[src/hdl/four_neighbour_wall_check_core_defines.svh]
// ----------------------------------------------------------------------------
// four_neighbour_wall_check_core_defines
// assertion macros shared by the wall check core modules
// ----------------------------------------------------------------------------
`ifndef FOUR_NEIGHBOUR_WALL_CHECK_CORE_DEFINES_SVH
`define FOUR_NEIGHBOUR_WALL_CHECK_CORE_DEFINES_SVH

// same-cycle implication, sampled on clk, off during reset
`define FWCC_ASSERT_NOW(label, ante, cons, msg) \
    label: assert property (@(posedge clk) disable iff (!rst_n) (ante) |-> (cons)) \
        else $error(msg);

// next-cycle implication, sampled on clk, off during reset
`define FWCC_ASSERT_NEXT(label, ante, cons, msg) \
    label: assert property (@(posedge clk) disable iff (!rst_n) (ante) |=> (cons)) \
        else $error(msg);

`endif

[src/hdl/fwcc_pkg.sv]
// ----------------------------------------------------------------------------
// fwcc_pkg
// shared types and constants of the four neighbour wall check core
// ----------------------------------------------------------------------------
`default_nettype none

package fwcc_pkg;

    localparam int CHAR_W    = 8;
    localparam int CFG_W     = 11;
    localparam int OUT_ROW_W = 10;
    localparam int OUT_COL_W = 10;

    // register map
    localparam logic [1:0] REG_GRID_ROWS = 2'd0;
    localparam logic [1:0] REG_GRID_COLS = 2'd1;
    localparam logic [1:0] REG_WALL_CHAR = 2'd2;

    localparam logic [CFG_W-1:0]  GRID_ROWS_RESET = 11'd1;
    localparam logic [CFG_W-1:0]  GRID_COLS_RESET = 11'd1;
    localparam logic [CHAR_W-1:0] WALL_CHAR_RESET = 8'd35;

    // front to back queue
    localparam int FIFO_DEPTH = 4;
    localparam int FIFO_PTR_W = 2;
    localparam int FIFO_CNT_W = 3;

    // results caused by one transaction
    // a: cell above, b: cell to the left (last row), c: bottom-right cell
    typedef struct packed {
        logic [OUT_ROW_W-1:0] row;
        logic [OUT_COL_W-1:0] col;
        logic                 has_a;
        logic                 has_b;
        logic                 has_c;
        logic                 pass_a;
        logic                 pass_b;
        logic                 pass_c;
    } bundle_t;

endpackage

`default_nettype wire

[src/hdl/fwcc_ram.sv]
// ----------------------------------------------------------------------------
// fwcc_ram
// generic simple dual port ram, one write and one registered read port
// ----------------------------------------------------------------------------
`default_nettype none

module fwcc_ram #(
    parameter int WIDTH = 2,
    parameter int DEPTH = 1024
) (
    input  wire logic                                   clk,
    input  wire logic                                   we,
    input  wire logic [(DEPTH > 1 ? $clog2(DEPTH) : 1)-1:0] waddr,
    input  wire logic [WIDTH-1:0]                       wdata,
    input  wire logic                                   re,
    input  wire logic [(DEPTH > 1 ? $clog2(DEPTH) : 1)-1:0] raddr,
    output logic      [WIDTH-1:0]                       rdata
);

    logic [WIDTH-1:0] mem [DEPTH];

    always_ff @(posedge clk)
    begin
        if (we)
        begin
            mem[waddr] <= wdata;
        end
    end

    always_ff @(posedge clk)
    begin
        if (re)
        begin
            rdata <= mem[raddr];
        end
    end

endmodule

`default_nettype wire

[src/hdl/fwcc_front.sv]
// ----------------------------------------------------------------------------
// fwcc_front
// raster position tracking, column history buffer and per-transaction
// neighbour classification
// ----------------------------------------------------------------------------
`default_nettype none
`include "four_neighbour_wall_check_core_defines.svh"

module fwcc_front
    import fwcc_pkg::*;
#(
    parameter int MAX_ROWS = 1024,
    parameter int MAX_COLS = 1024,
    localparam int ROW_W = (MAX_ROWS > 1) ? $clog2(MAX_ROWS) : 1,
    localparam int COL_W = (MAX_COLS > 1) ? $clog2(MAX_COLS) : 1
) (
    input  wire logic              clk,
    input  wire logic              rst_n,
    input  wire logic              restart,
    input  wire logic [ROW_W-1:0]  last_row,
    input  wire logic [COL_W-1:0]  last_col,
    input  wire logic [CHAR_W-1:0] wall_char,
    input  wire logic              in_valid,
    output logic                   in_ready,
    input  wire logic [CHAR_W-1:0] cell_char,
    input  wire logic              fifo_full,
    output logic                   push,
    output bundle_t                push_data
);

    logic [ROW_W-1:0] row_reg, row_next;
    logic [COL_W-1:0] col_reg, col_next;
    // history bits per column: [1] row above, [0] two rows above
    logic [1:0]       slot0_reg, slot0_next;
    logic             ob_prev_reg, cur1_reg, cur2_reg;
    logic             byp_valid_reg, byp_valid_next;
    logic [1:0]       byp_data_reg;

    logic             accept;
    logic             w;
    logic [1:0]       wdata;
    logic [1:0]       ram_rdata;
    logic [1:0]       slot1;
    logic [COL_W-1:0] col_plus1;
    logic [COL_W-1:0] rd_addr;
    logic             r_ge1, r_ge2, c_ge1, c_ge2, c_last, r_last;
    logic             pass_a, pass_b, pass_c;

    assign in_ready = !fifo_full;
    assign accept   = in_valid && in_ready;
    assign w        = (cell_char == wall_char);
    assign wdata    = {w, slot0_reg[1]};
    assign slot1    = byp_valid_reg ? byp_data_reg : ram_rdata;
    assign col_plus1 = col_reg + COL_W'(1);

    // look two columns ahead, wrapping into the next row
    always_comb
    begin
        if (col_reg == last_col)
        begin
            rd_addr = (last_col != '0) ? COL_W'(1) : '0;
        end
        else if (col_plus1 == last_col)
        begin
            rd_addr = '0;
        end
        else
        begin
            rd_addr = col_plus1 + COL_W'(1);
        end
    end

    fwcc_ram #(
        .WIDTH (2),
        .DEPTH (MAX_COLS)
    ) u_hist_ram (
        .clk   (clk),
        .we    (accept),
        .waddr (col_reg),
        .wdata (wdata),
        .re    (accept),
        .raddr (rd_addr),
        .rdata (ram_rdata)
    );

    assign r_ge1  = (row_reg != '0);
    assign r_ge2  = r_ge1 && (row_reg != ROW_W'(1));
    assign c_ge1  = (col_reg != '0);
    assign c_ge2  = c_ge1 && (col_reg != COL_W'(1));
    assign c_last = (col_reg == last_col);
    assign r_last = (row_reg == last_row);

    assign pass_a = w && (!r_ge2 || slot0_reg[0]) && (!c_ge1 || ob_prev_reg)
                    && (c_last || slot1[1]);
    assign pass_b = w && (!r_ge1 || ob_prev_reg) && (!c_ge2 || cur2_reg);
    assign pass_c = (!r_ge1 || slot0_reg[1]) && (!c_ge1 || cur1_reg);

    always_comb
    begin
        push_data.row    = OUT_ROW_W'(32'(row_reg));
        push_data.col    = OUT_COL_W'(32'(col_reg));
        push_data.has_a  = r_ge1;
        push_data.has_b  = r_last && c_ge1;
        push_data.has_c  = r_last && c_last;
        push_data.pass_a = pass_a;
        push_data.pass_b = pass_b;
        push_data.pass_c = pass_c;
    end

    assign push = accept && (push_data.has_a || push_data.has_b || push_data.has_c);

    always_comb
    begin
        row_next       = row_reg;
        col_next       = col_reg;
        byp_valid_next = byp_valid_reg;
        slot0_next     = slot0_reg;
        if (restart)
        begin
            row_next = '0;
            col_next = '0;
        end
        else if (accept)
        begin
            if (c_last)
            begin
                col_next = '0;
                row_next = r_last ? '0 : row_reg + ROW_W'(1);
            end
            else
            begin
                col_next = col_plus1;
            end
        end
        if (accept)
        begin
            byp_valid_next = (rd_addr == col_reg);
            slot0_next     = (last_col == '0) ? wdata : slot1;
        end
    end

    always_ff @(posedge clk or negedge rst_n)
    begin
        if (!rst_n)
        begin
            row_reg       <= '0;
            col_reg       <= '0;
            byp_valid_reg <= 1'b0;
        end
        else
        begin
            row_reg       <= row_next;
            col_reg       <= col_next;
            byp_valid_reg <= byp_valid_next;
        end
    end

    always_ff @(posedge clk)
    begin
        slot0_reg <= slot0_next;
        if (accept)
        begin
            byp_data_reg <= wdata;
            ob_prev_reg  <= slot0_reg[1];
            cur1_reg     <= w;
            cur2_reg     <= cur1_reg;
        end
    end

    `FWCC_ASSERT_NOW(a_col_in_row, 1'b1, col_reg <= last_col, "column count past row end")
    `FWCC_ASSERT_NOW(a_row_in_grid, 1'b1, row_reg <= last_row, "row count past grid end")
    `FWCC_ASSERT_NEXT(a_row_wrap, accept && c_last && !restart, col_reg == '0,
        "column count did not wrap at row end")

endmodule

`default_nettype wire

[src/hdl/fwcc_fifo.sv]
// ----------------------------------------------------------------------------
// fwcc_fifo
// short queue of result bundles between front and back
// ----------------------------------------------------------------------------
`default_nettype none
`include "four_neighbour_wall_check_core_defines.svh"

module fwcc_fifo
    import fwcc_pkg::*;
(
    input  wire logic    clk,
    input  wire logic    rst_n,
    input  wire logic    push,
    input  wire bundle_t push_data,
    input  wire logic    pop,
    output bundle_t      head,
    output logic         full,
    output logic         empty
);

    bundle_t               mem_reg [FIFO_DEPTH];
    logic [FIFO_PTR_W-1:0] wr_ptr_reg, wr_ptr_next;
    logic [FIFO_PTR_W-1:0] rd_ptr_reg, rd_ptr_next;
    logic [FIFO_CNT_W-1:0] count_reg, count_next;

    assign full  = (count_reg == FIFO_CNT_W'(FIFO_DEPTH));
    assign empty = (count_reg == '0);
    assign head  = mem_reg[rd_ptr_reg];

    always_comb
    begin
        wr_ptr_next = push ? wr_ptr_reg + FIFO_PTR_W'(1) : wr_ptr_reg;
        rd_ptr_next = pop ? rd_ptr_reg + FIFO_PTR_W'(1) : rd_ptr_reg;
        unique case ({push, pop})
            2'b10:   count_next = count_reg + FIFO_CNT_W'(1);
            2'b01:   count_next = count_reg - FIFO_CNT_W'(1);
            default: count_next = count_reg;
        endcase
    end

    always_ff @(posedge clk or negedge rst_n)
    begin
        if (!rst_n)
        begin
            wr_ptr_reg <= '0;
            rd_ptr_reg <= '0;
            count_reg  <= '0;
        end
        else
        begin
            wr_ptr_reg <= wr_ptr_next;
            rd_ptr_reg <= rd_ptr_next;
            count_reg  <= count_next;
        end
    end

    always_ff @(posedge clk)
    begin
        if (push)
        begin
            mem_reg[wr_ptr_reg] <= push_data;
        end
    end

    `FWCC_ASSERT_NOW(a_no_overflow, push, !full, "push into full queue")
    `FWCC_ASSERT_NOW(a_no_underflow, pop, !empty, "pop from empty queue")
    `FWCC_ASSERT_NOW(a_count_bound, 1'b1, count_reg <= FIFO_CNT_W'(FIFO_DEPTH),
        "queue count out of range")

endmodule

`default_nettype wire

[src/hdl/fwcc_back.sv]
// ----------------------------------------------------------------------------
// fwcc_back
// splits result bundles into single result transactions behind an
// output register
// ----------------------------------------------------------------------------
`default_nettype none

module fwcc_back
    import fwcc_pkg::*;
(
    input  wire logic             clk,
    input  wire logic             rst_n,
    input  wire logic             fifo_empty,
    input  wire bundle_t          head,
    output logic                  pop,
    output logic                  out_valid,
    input  wire logic             out_ready,
    output logic [OUT_ROW_W-1:0]  cell_row,
    output logic [OUT_COL_W-1:0]  cell_col,
    output logic                  all_walls,
    output logic                  run_last,
    output logic                  frame_done
);

    bundle_t              work_reg, work_next;
    logic [2:0]           mask_reg, mask_next;
    logic                 out_valid_reg, out_valid_next;
    logic [OUT_ROW_W-1:0] row_reg;
    logic [OUT_COL_W-1:0] col_reg;
    logic                 pass_reg, last_reg, done_reg;

    logic                 load_out;
    logic [2:0]           sel;
    logic [2:0]           remain;
    logic [OUT_ROW_W-1:0] row_sel;
    logic [OUT_COL_W-1:0] col_sel;
    logic                 pass_sel;

    assign load_out = (mask_reg != '0) && (!out_valid_reg || out_ready);

    // results leave in order: above, left, bottom-right
    always_comb
    begin
        priority if (mask_reg[0])
        begin
            sel      = 3'b001;
            row_sel  = work_reg.row - OUT_ROW_W'(1);
            col_sel  = work_reg.col;
            pass_sel = work_reg.pass_a;
        end
        else if (mask_reg[1])
        begin
            sel      = 3'b010;
            row_sel  = work_reg.row;
            col_sel  = work_reg.col - OUT_COL_W'(1);
            pass_sel = work_reg.pass_b;
        end
        else
        begin
            sel      = 3'b100;
            row_sel  = work_reg.row;
            col_sel  = work_reg.col;
            pass_sel = work_reg.pass_c;
        end
    end

    assign remain = mask_reg & ~sel;
    assign pop    = !fifo_empty && ((mask_reg == '0) || (load_out && remain == '0));

    always_comb
    begin
        work_next = work_reg;
        mask_next = mask_reg;
        if (pop)
        begin
            work_next = head;
            mask_next = {head.has_c, head.has_b, head.has_a};
        end
        else if (load_out)
        begin
            mask_next = remain;
        end
        if (load_out)
        begin
            out_valid_next = 1'b1;
        end
        else if (out_ready)
        begin
            out_valid_next = 1'b0;
        end
        else
        begin
            out_valid_next = out_valid_reg;
        end
    end

    always_ff @(posedge clk or negedge rst_n)
    begin
        if (!rst_n)
        begin
            mask_reg      <= '0;
            out_valid_reg <= 1'b0;
        end
        else
        begin
            mask_reg      <= mask_next;
            out_valid_reg <= out_valid_next;
        end
    end

    always_ff @(posedge clk)
    begin
        work_reg <= work_next;
        if (load_out)
        begin
            row_reg  <= row_sel;
            col_reg  <= col_sel;
            pass_reg <= pass_sel;
            last_reg <= (remain == '0);
            done_reg <= sel[2];
        end
    end

    assign out_valid  = out_valid_reg;
    assign cell_row   = row_reg;
    assign cell_col   = col_reg;
    assign all_walls  = pass_reg;
    assign run_last   = last_reg;
    assign frame_done = done_reg;

endmodule

`default_nettype wire

[src/hdl/four_neighbour_wall_check_core.sv]
// ----------------------------------------------------------------------------
// four_neighbour_wall_check_core
// four neighbour wall test over a raster character grid
// ----------------------------------------------------------------------------
// input channel: one grid cell character per transaction, raster order.
// output channel: row, column and pass flag for every cell of the grid, sent
//   when the cell below arrives; last row cells follow their right neighbour
//   or the frame end. up to three results per input, run_last marks the last.
// one input transaction per cycle; the only limit is the output channel,
//   which moves one result per ready cycle through a four-entry bundle queue.
// an input's results pass through the queue, work and output registers.
// column history lives in a 2-bit wide ram of MAX_COLS entries, one write and
//   one look-ahead read per input.
// reset: grid 1x1, wall '#', position at top-left; ram contents are not
//   cleared; stale entries are read but unused before this frame writes them.
// any register write restarts the frame at the top-left cell.
// a stalled receiver holds the output register; the queue absorbs up to four
//   bundles and then in_ready drops until the back end pops one.
// ----------------------------------------------------------------------------
`default_nettype none

module four_neighbour_wall_check_core
    import fwcc_pkg::*;
#(
    parameter int MAX_ROWS = 1024,
    parameter int MAX_COLS = 1024
) (
    input  wire logic                  clk,
    input  wire logic                  rst_n,
    input  wire logic                  psel,
    input  wire logic                  penable,
    input  wire logic                  pwrite,
    input  wire logic [3:0]            paddr,
    input  wire logic [31:0]           pwdata,
    output logic      [31:0]           prdata,
    output logic                       pready,
    input  wire logic                  in_valid,
    output logic                       in_ready,
    input  wire logic [CHAR_W-1:0]     cell_char,
    output logic                       out_valid,
    input  wire logic                  out_ready,
    output logic      [OUT_ROW_W-1:0]  cell_row,
    output logic      [OUT_COL_W-1:0]  cell_col,
    output logic                       all_walls,
    output logic                       run_last,
    output logic                       frame_done
);

    localparam int ROW_W = (MAX_ROWS > 1) ? $clog2(MAX_ROWS) : 1;
    localparam int COL_W = (MAX_COLS > 1) ? $clog2(MAX_COLS) : 1;

    logic [CFG_W-1:0]  grid_rows_reg;
    logic [CFG_W-1:0]  grid_cols_reg;
    logic [CHAR_W-1:0] wall_char_reg;
    logic              wr_en;
    logic [1:0]        reg_idx;
    logic              restart;
    logic [ROW_W-1:0]  last_row;
    logic [COL_W-1:0]  last_col;

    logic              fifo_full;
    logic              fifo_empty;
    logic              push;
    logic              pop;
    bundle_t           push_data;
    bundle_t           head;

    assign pready  = 1'b1;
    assign reg_idx = paddr[3:2];
    assign wr_en   = psel && penable && pwrite;

    always_comb
    begin
        unique case (reg_idx)
            REG_GRID_ROWS: restart = wr_en;
            REG_GRID_COLS: restart = wr_en;
            REG_WALL_CHAR: restart = wr_en;
            default:       restart = 1'b0;
        endcase
    end

    always_ff @(posedge clk or negedge rst_n)
    begin
        if (!rst_n)
        begin
            grid_rows_reg <= GRID_ROWS_RESET;
            grid_cols_reg <= GRID_COLS_RESET;
            wall_char_reg <= WALL_CHAR_RESET;
        end
        else if (wr_en)
        begin
            unique case (reg_idx)
                REG_GRID_ROWS: grid_rows_reg <= pwdata[CFG_W-1:0];
                REG_GRID_COLS: grid_cols_reg <= pwdata[CFG_W-1:0];
                REG_WALL_CHAR: wall_char_reg <= pwdata[CHAR_W-1:0];
                default:       ;
            endcase
        end
    end

    always_comb
    begin
        unique case (reg_idx)
            REG_GRID_ROWS: prdata = 32'(grid_rows_reg);
            REG_GRID_COLS: prdata = 32'(grid_cols_reg);
            REG_WALL_CHAR: prdata = 32'(wall_char_reg);
            default:       prdata = '0;
        endcase
    end

    // zero counts as one, oversize counts as the maximum
    always_comb
    begin
        if (grid_rows_reg == '0)
        begin
            last_row = '0;
        end
        else if (32'(grid_rows_reg) > MAX_ROWS)
        begin
            last_row = ROW_W'(MAX_ROWS - 1);
        end
        else
        begin
            last_row = ROW_W'(grid_rows_reg - CFG_W'(1));
        end

        if (grid_cols_reg == '0)
        begin
            last_col = '0;
        end
        else if (32'(grid_cols_reg) > MAX_COLS)
        begin
            last_col = COL_W'(MAX_COLS - 1);
        end
        else
        begin
            last_col = COL_W'(grid_cols_reg - CFG_W'(1));
        end
    end

    fwcc_front #(
        .MAX_ROWS (MAX_ROWS),
        .MAX_COLS (MAX_COLS)
    ) u_front (
        .clk       (clk),
        .rst_n     (rst_n),
        .restart   (restart),
        .last_row  (last_row),
        .last_col  (last_col),
        .wall_char (wall_char_reg),
        .in_valid  (in_valid),
        .in_ready  (in_ready),
        .cell_char (cell_char),
        .fifo_full (fifo_full),
        .push      (push),
        .push_data (push_data)
    );

    fwcc_fifo u_fifo (
        .clk       (clk),
        .rst_n     (rst_n),
        .push      (push),
        .push_data (push_data),
        .pop       (pop),
        .head      (head),
        .full      (fifo_full),
        .empty     (fifo_empty)
    );

    fwcc_back u_back (
        .clk        (clk),
        .rst_n      (rst_n),
        .fifo_empty (fifo_empty),
        .head       (head),
        .pop        (pop),
        .out_valid  (out_valid),
        .out_ready  (out_ready),
        .cell_row   (cell_row),
        .cell_col   (cell_col),
        .all_walls  (all_walls),
        .run_last   (run_last),
        .frame_done (frame_done)
    );

endmodule

`default_nettype wire
[config.mk]
export PLATFORM = sky130hd
export DESIGN_NAME = four_neighbour_wall_check_core
export DESIGN_NICKNAME = d
export VERILOG_FILES = /design/src/hdl/fwcc_pkg.sv /design/src/hdl/fwcc_ram.sv /design/src/hdl/fwcc_front.sv /design/src/hdl/fwcc_fifo.sv /design/src/hdl/fwcc_back.sv /design/src/hdl/four_neighbour_wall_check_core.sv
export VERILOG_INCLUDE_DIRS = /design/src /design/src/hdl
export SDC_FILE = /design/constraint.sdc
export NUM_CORES = 2
export LEC_CHECK = 0
export BUFFER_PORTS_ARGS = -buffer_cell sky130_fd_sc_hd__buf_2
export CAP_MARGIN = 10
export CORE_MARGIN = 5
export CORE_UTILIZATION = 30
export DETAILED_ROUTE_END_ITERATION = 10
export PLACE_DENSITY = 0.45
export SYNTH_ARGS = -nofsm -noshare
export SYNTH_HDL_FRONTEND = slang
export SYNTH_SLANG_ARGS = --single-unit
export TNS_END_PERCENT = 50
[constraint.sdc]
create_clock -name clk -period 36.7 [get_ports clk]
set_clock_uncertainty 0.1 [all_clocks]
set_input_delay 7.34 -clock clk [delete_from_list [all_inputs] [get_ports clk]]
set_output_delay 7.34 -clock clk [all_outputs]
set_load 0.005 [all_outputs]
After elaboration in Yosys (flattened, before gate mapping)
Memories as Yosys holds them, arrays and structs flattened. A register that Yosys moved wholly into a read port is not among the register bits.
Cells that the tools add are included.
{ "classes": {"n_mux": 34, "bitwise_logic": 2, "n_reduce_logical": 56, "addsub": 11, "eq_ne": 12, "n_lt_le_gt_ge": 2} }
{ "op_table": {"columns": ["operator", "n"], "rows": [
  ["two-way mux 10 bit", 16],
  ["equality test 10 bit", 4],
  ["subtractor 10 x 1 -> 10 bit (second input constant)", 4],
  ["case mux 11 bit (3 select lines)", 1],
  ["adder 10 x 1 -> 10 bit (second input constant)", 3],
  ["nonzero test 10 bit", 3],
  ["> comparator 11 bit (second input constant)", 2],
  ["zero test 11 bit", 2],
  ["!= test 10 x 1 -> 1 bit (second input constant)", 2],
  ["logical AND 1 bit", 17],
  ["two-way mux 3 bit", 4],
  ["logical OR 1 bit", 11],
  ["zero test 10 bit", 1],
  ["two-way mux 1 bit", 10],
  ["nonzero test 2 bit", 5],
  ["zero test 3 bit", 3],
  ["equality test 8 bit", 1],
  ["AND reduction 2 bit", 4],
  ["zero test 1 bit", 7],
  ["case mux 3 bit (2 select lines)", 1],
  ["adder 2 x 1 -> 2 bit (second input constant)", 2],
  ["equality test 2 x 1 -> 1 bit (second input constant)", 2],
  ["equality test 2 bit (second input constant)", 2],
  ["two-way mux 2 bit", 2],
  ["other kinds (8)", 8]
]} }
{ "totals": {"reg_bits": 115, "ram_bits": 2152, "memories": 2, "out_inout_bits": 58} }
{ "mem_list": {"columns": ["memory", "depth", "word_bits", "read_ports", "rd_clocked_by_memory_dff", "wr", "line", "source"], "rows": [
  ["u_front.u_hist_ram.mem", 1024, 2, 1, 1, 1, "fwcc_ram.sv:20", "logic [WIDTH-1:0] mem [DEPTH];"],
  ["u_fifo.mem_reg", 4, 26, 1, 0, 1, "fwcc_fifo.sv:21", "bundle_t mem_reg [FIFO_DEPTH];"]
]} }

Depth between registers and ports, before layout
{ "depth": {"depth_word": 10, "depth_mapped": 26, "mapped_depth_nobuf": 20} }

Hierarchy
From an unflattened synthesis, not the netlist that was laid out.
{ "hier_totals": {"hier_cells": 5650, "hier_area_um2": 94688.3} }
{ "by_module_without_submodules": {"columns": ["module", "area_each_um2", "n_inst", "cells_per_inst", "seq_area_each_um2"], "rows": [
  ["fwcc_ram", 83777.8, 1, 4793, 61559.0],
  ["fwcc_fifo", 4200.3, 1, 172, 3298.2],
  ["fwcc_front", 2527.4, 1, 320, 675.6],
  ["four_neighbour_wall_check_core", 2095.8, 1, 225, 757.0],
  ["fwcc_back", 2087.0, 1, 140, 1481.4]
]} }

Worst setup path before layout
No wires, ideal clock.
{ "synth_path": {"kind": "input to register", "startpoint": "in cell_char[2]", "endpoint": "reg u_front.byp_data_reg[1], data pin", "setup_ps": 4969, "path_buffers": 0, "setup_slack_ps": 443, "stages": 3, "arrival_ps": 31187, "path_cell_list": "xnor2_1 nand4_1 nor2_1"} }
{ "synth_via": {"elab_chain_cells": 1} }
{ "synth_lines": {"columns": ["element", "line", "source"], "rows": [
  ["from (decl)", "four_neighbour_wall_check_core.sv:39", "input wire logic [CHAR_W-1:0] cell_char,"],
  ["equality test 8 bit", "fwcc_front.sv:51", "assign w = (cell_char == wall_char);"],
  ["net u_front.w", "fwcc_front.sv:40", "logic w;"],
  ["to (signal assigned)", "fwcc_front.sv:163", "byp_data_reg <= wdata;"],
  ["to (decl)", "fwcc_front.sv:37", "logic [1:0] byp_data_reg;"]
]} }
The timed path passes the listed nets, and every way through them passes these cells.
A chain may end at the register's enable or synchronous reset.

Worst setup path after layout
{ "layout_path": {"startpoint": "in paddr[2]", "endpoint": "out prdata[0]"} }
{ "layout_via": {"elab_chain_cells": 2, "elab_cells_between_ends": 4} }
{ "layout_lines": {"columns": ["element", "line", "source"], "rows": [
  ["from (decl)", "four_neighbour_wall_check_core.sv:33", "input wire logic [3:0] paddr,"],
  ["equality test 2 bit (tied with other cells)", "four_neighbour_wall_check_core.sv:103", "unique case (reg_idx)"],
  ["case mux 11 bit (3 select lines) *", "four_neighbour_wall_check_core.sv:103", null],
  ["to (decl)", "four_neighbour_wall_check_core.sv:35", "output logic [31:0] prdata,"]
]} }
Mark *: on every way between the ends. The rest lies on a longest branch, timed or not.

==> summary.md <==
| Metric | Value |
|---|---|
| I/O pin count | 109 |
| # setup viols final | 0 |
| CP Capture Type | output port |
| DRT antenna net count | 0 |
| Die H | 572 um |
| Most frequent cells in the layout | 2205 x edfxtp_1, 1159 x nor2_1, 1048 x nand2_1 |
| CTS H-tree lvls | 4 |
| Number of cell rows | 206 |
| Part of the power in registers | 33.8% |
| Final Hold Viols | 0 |
| Routed length on met3 | 24.3 mm |
| Max-slew headroom | 15.8% |
| CTS buffer count | 248 |
| Ys async rst share | 2.73% |
| Clk root buf | clkbuf_16 |
| Gate power share | 39.0% |
| Final HPWL DP | 187 mm |
| Arrival @ worst endpoint | 8380 ps |
| Number of flip-flops in the largest register | 2048 |
| Final WL | 338 mm |
| Slew Viols, Final | 0 |
| First-pass GRT wire length | 474 mm |
| Hold Path Sink | u_fifo.count_reg[2] |
| Post-Layout Cell Count | 11700 |
| RSZ-0062 raised after global routing | no |
| Fmax achieved | 0.0632 GHz |
| Worst-Skew Late Latency | 920 ps |
| Cts hold-fix bufs | 0 |
| Postcts setup bufs | 0 |
| Status | finished, final reports clean |
| Pwr/cell area | 85.4 nW/um2 |
| R2r endpoint | u_front.u_hist_ram.rdata[0] |
| Hold Crit Class | reg -> reg |
| Top layer in use | met5 |
| Filler cells | 31000 |
| Largest net degree at the start of global routing | 208 |
| Net count, final | 7423 |
| CP Launch Type | input port |
| Syn_area_per_cell | 12.8 um2 |
| Critical R2R Launch | grid_cols_reg[1] |
| Drt pass-1 iters | 6 |
| Worst EP required | 29260 ps |
| Syn Inst Count | 7426 |
| Clock period minus worst slack | 15820 ps |
| RePlAce Congestion | 0.817 |
| Register area share after synthesis | 71.4% |
| Drt wl/cell | 28.9 um |
| Setup ws final | 20880 ps |
| Peak supply drop | 0.133 mV |
| Setup CP Type | in -> out |
| Switching power total | 3.79 mW |
| Hold wc startpoint | u_fifo.count_reg[2] |
| Layout area overhead | 13.7% |
| Drt drc | 0 |
| Starting density of the core | 30.1% |
| Final period util | 43.1% |
| Clock-pin slew on the worst setup and hold paths | 60 ps |
| #FFs+latches synth | 2267 |
| Layout cells sized above 1 | 10.6% |
| Met2 WL | 161 mm |
| Synth Cell Area | 94900 um2 |
| Worst hold stages | 1 |
| Pre-CTS setup slack | 20850 ps |
| Sink Count | 2267 |
| Setup TNS | 0 ps |
| Pleak | 33.3 nW |
| Chip width | 572 um |
| All-Layer GR Usage | 20.0% |
| CTS resizes | 0 |
| Max-cap violations | 0 |
| Sw Ratio | 41.2% |
| Worst Path Max Fanout | 16 |
| Die area | 328000 um2 |
| Initial antenna violation count | 19 |
| Placed instance count | 11300 |
| Ys flop type | edfxtp_1 |
| DR iter-0 viols | 7324 |
| Commonest non-fill, non-tap cell in the layout | edfxtp_1 |
| Via-to-Cell Ratio | 5.44 |
| Synth warnings | 0 |
| P_int | 5.42 mW |
| Routed via count | 63700 |
| FF-to-FF setup slack | 27460 ps |
| Metal1 wirelength | 143 mm |
| Vias in the first global route | 63200 |
| CTS tree | yes |
| Grt ovf | 0 |
| Post-synthesis cell type count | 97 |
| Core box area | 315000 um2 |
| Reg2Reg Depth | 21 |
| Port Buffer Count | 63 |
| CTS max path bufs | 4 |
| Post-synth EDFFs | 2205 |
| Slew @ Worst Pin | 1260 ps |
| Clock power frac | 27.2% |
power groups by stage:
| stage | clock network [mW] | registers, mW | logic, mW |
|---|---|---|---|
| finish | 2.51 | 3.12 | 3.59 |
| global route | 2.66 | 3.13 | 3.79 |
| CTS | 2.55 | 3.12 | 3.60 |
| detailed placement | 0 | 3.17 | 3.59 |
| global placement | 0 | 3.17 | 3.59 |
| floorplan | 0 | 3.36 | 1.93 |
kinds of logic after synthesis:
group           share of synthesized area, %
simple gates                            13.0
flops                                   71.4
compound gates                          9.25
buf+inv                                 3.22
mux                                     2.16
xor+xnor                               0.701
fa+ha+maj                              0.280
other cells                          0.00791
worst max-delay path, stage by stage:
cell and delay (ps):
buf_2 240, nor2b_1 450, nand2_1 100, o21ai_0 100, buf_2 150
synth_stat cells, types with 30 or more instances:
master / n / share of area [%]
mux2i_1: 113 / 1.2
dfrtp_1: 57 / 1.5
a221oi_1: 109 / 1.0
buf_2: 140 / 0.74
buf_4: 51 / 0.40
and3_1: 38 / 0.25
nand4_1: 69 / 0.45
nand2_1: 1078 / 4.3
a211oi_1: 38 / 0.30
clkbuf_1: 327 / 1.3
edfxtp_1: 2205 / 70
o21ai_0: 174 / 0.92
buf_1: 91 / 0.36
a31oi_1: 242 / 1.6
xnor2_1: 51 / 0.47
mux2_2: 30 / 0.36
a21oi_1: 302 / 1.6
inv_1: 44 / 0.17
nor3_1: 71 / 0.37
o221ai_1: 181 / 1.7
nand3_1: 367 / 1.9
nor2_1: 1168 / 4.6
through the flow:
step                total power [mW]  area [um2]  hold WS, ps  utilization, %
detailed placement              6.76       99900          392            31.7
floorplan                       5.29       95000          350               -
global route                    9.58      108000          424            34.3
finish                          9.22      108000          407            34.3
CTS                             9.26      108000          409            34.2
global placement                6.76       99900          390            31.7
per-layer routing:
metal / vias up / track usage, %
met1: 33100 / 27.1
met2: 2568 / 33.4
met3: 489 / 2.92
met4: 6 / 5.94
li1: 27600 / -
met5: - / 0
how the worst max path moves through the flow:
stage	start	to	slack [ps]	cells past startpoint
finish	paddr[2]	prdata[0]	20880	5
global route	paddr[3]	prdata[4]	20680	5
CTS	paddr[2]	prdata[0]	20840	5
detailed placement	paddr[2]	prdata[0]	20850	5
global placement	paddr[2]	prdata[3]	20830	5
floorplan	cell_char[2]	u_front.byp_data_reg[1]	440	3
area by class of cell:
cell class	count	area, um2	area share, %
clock inverters	146	1580	1.46
multi-input cells	4505	24600	22.8
repair buffers	285	2160	2.00
clock buffers	303	6430	5.96
inverters	46	173	0.160
well taps	4160	5200	4.82
diodes	6	15.0	0.0139
flip-flops and latches	2267	67800	62.8
No activity file was read; power rests on OpenSTA's default activity.
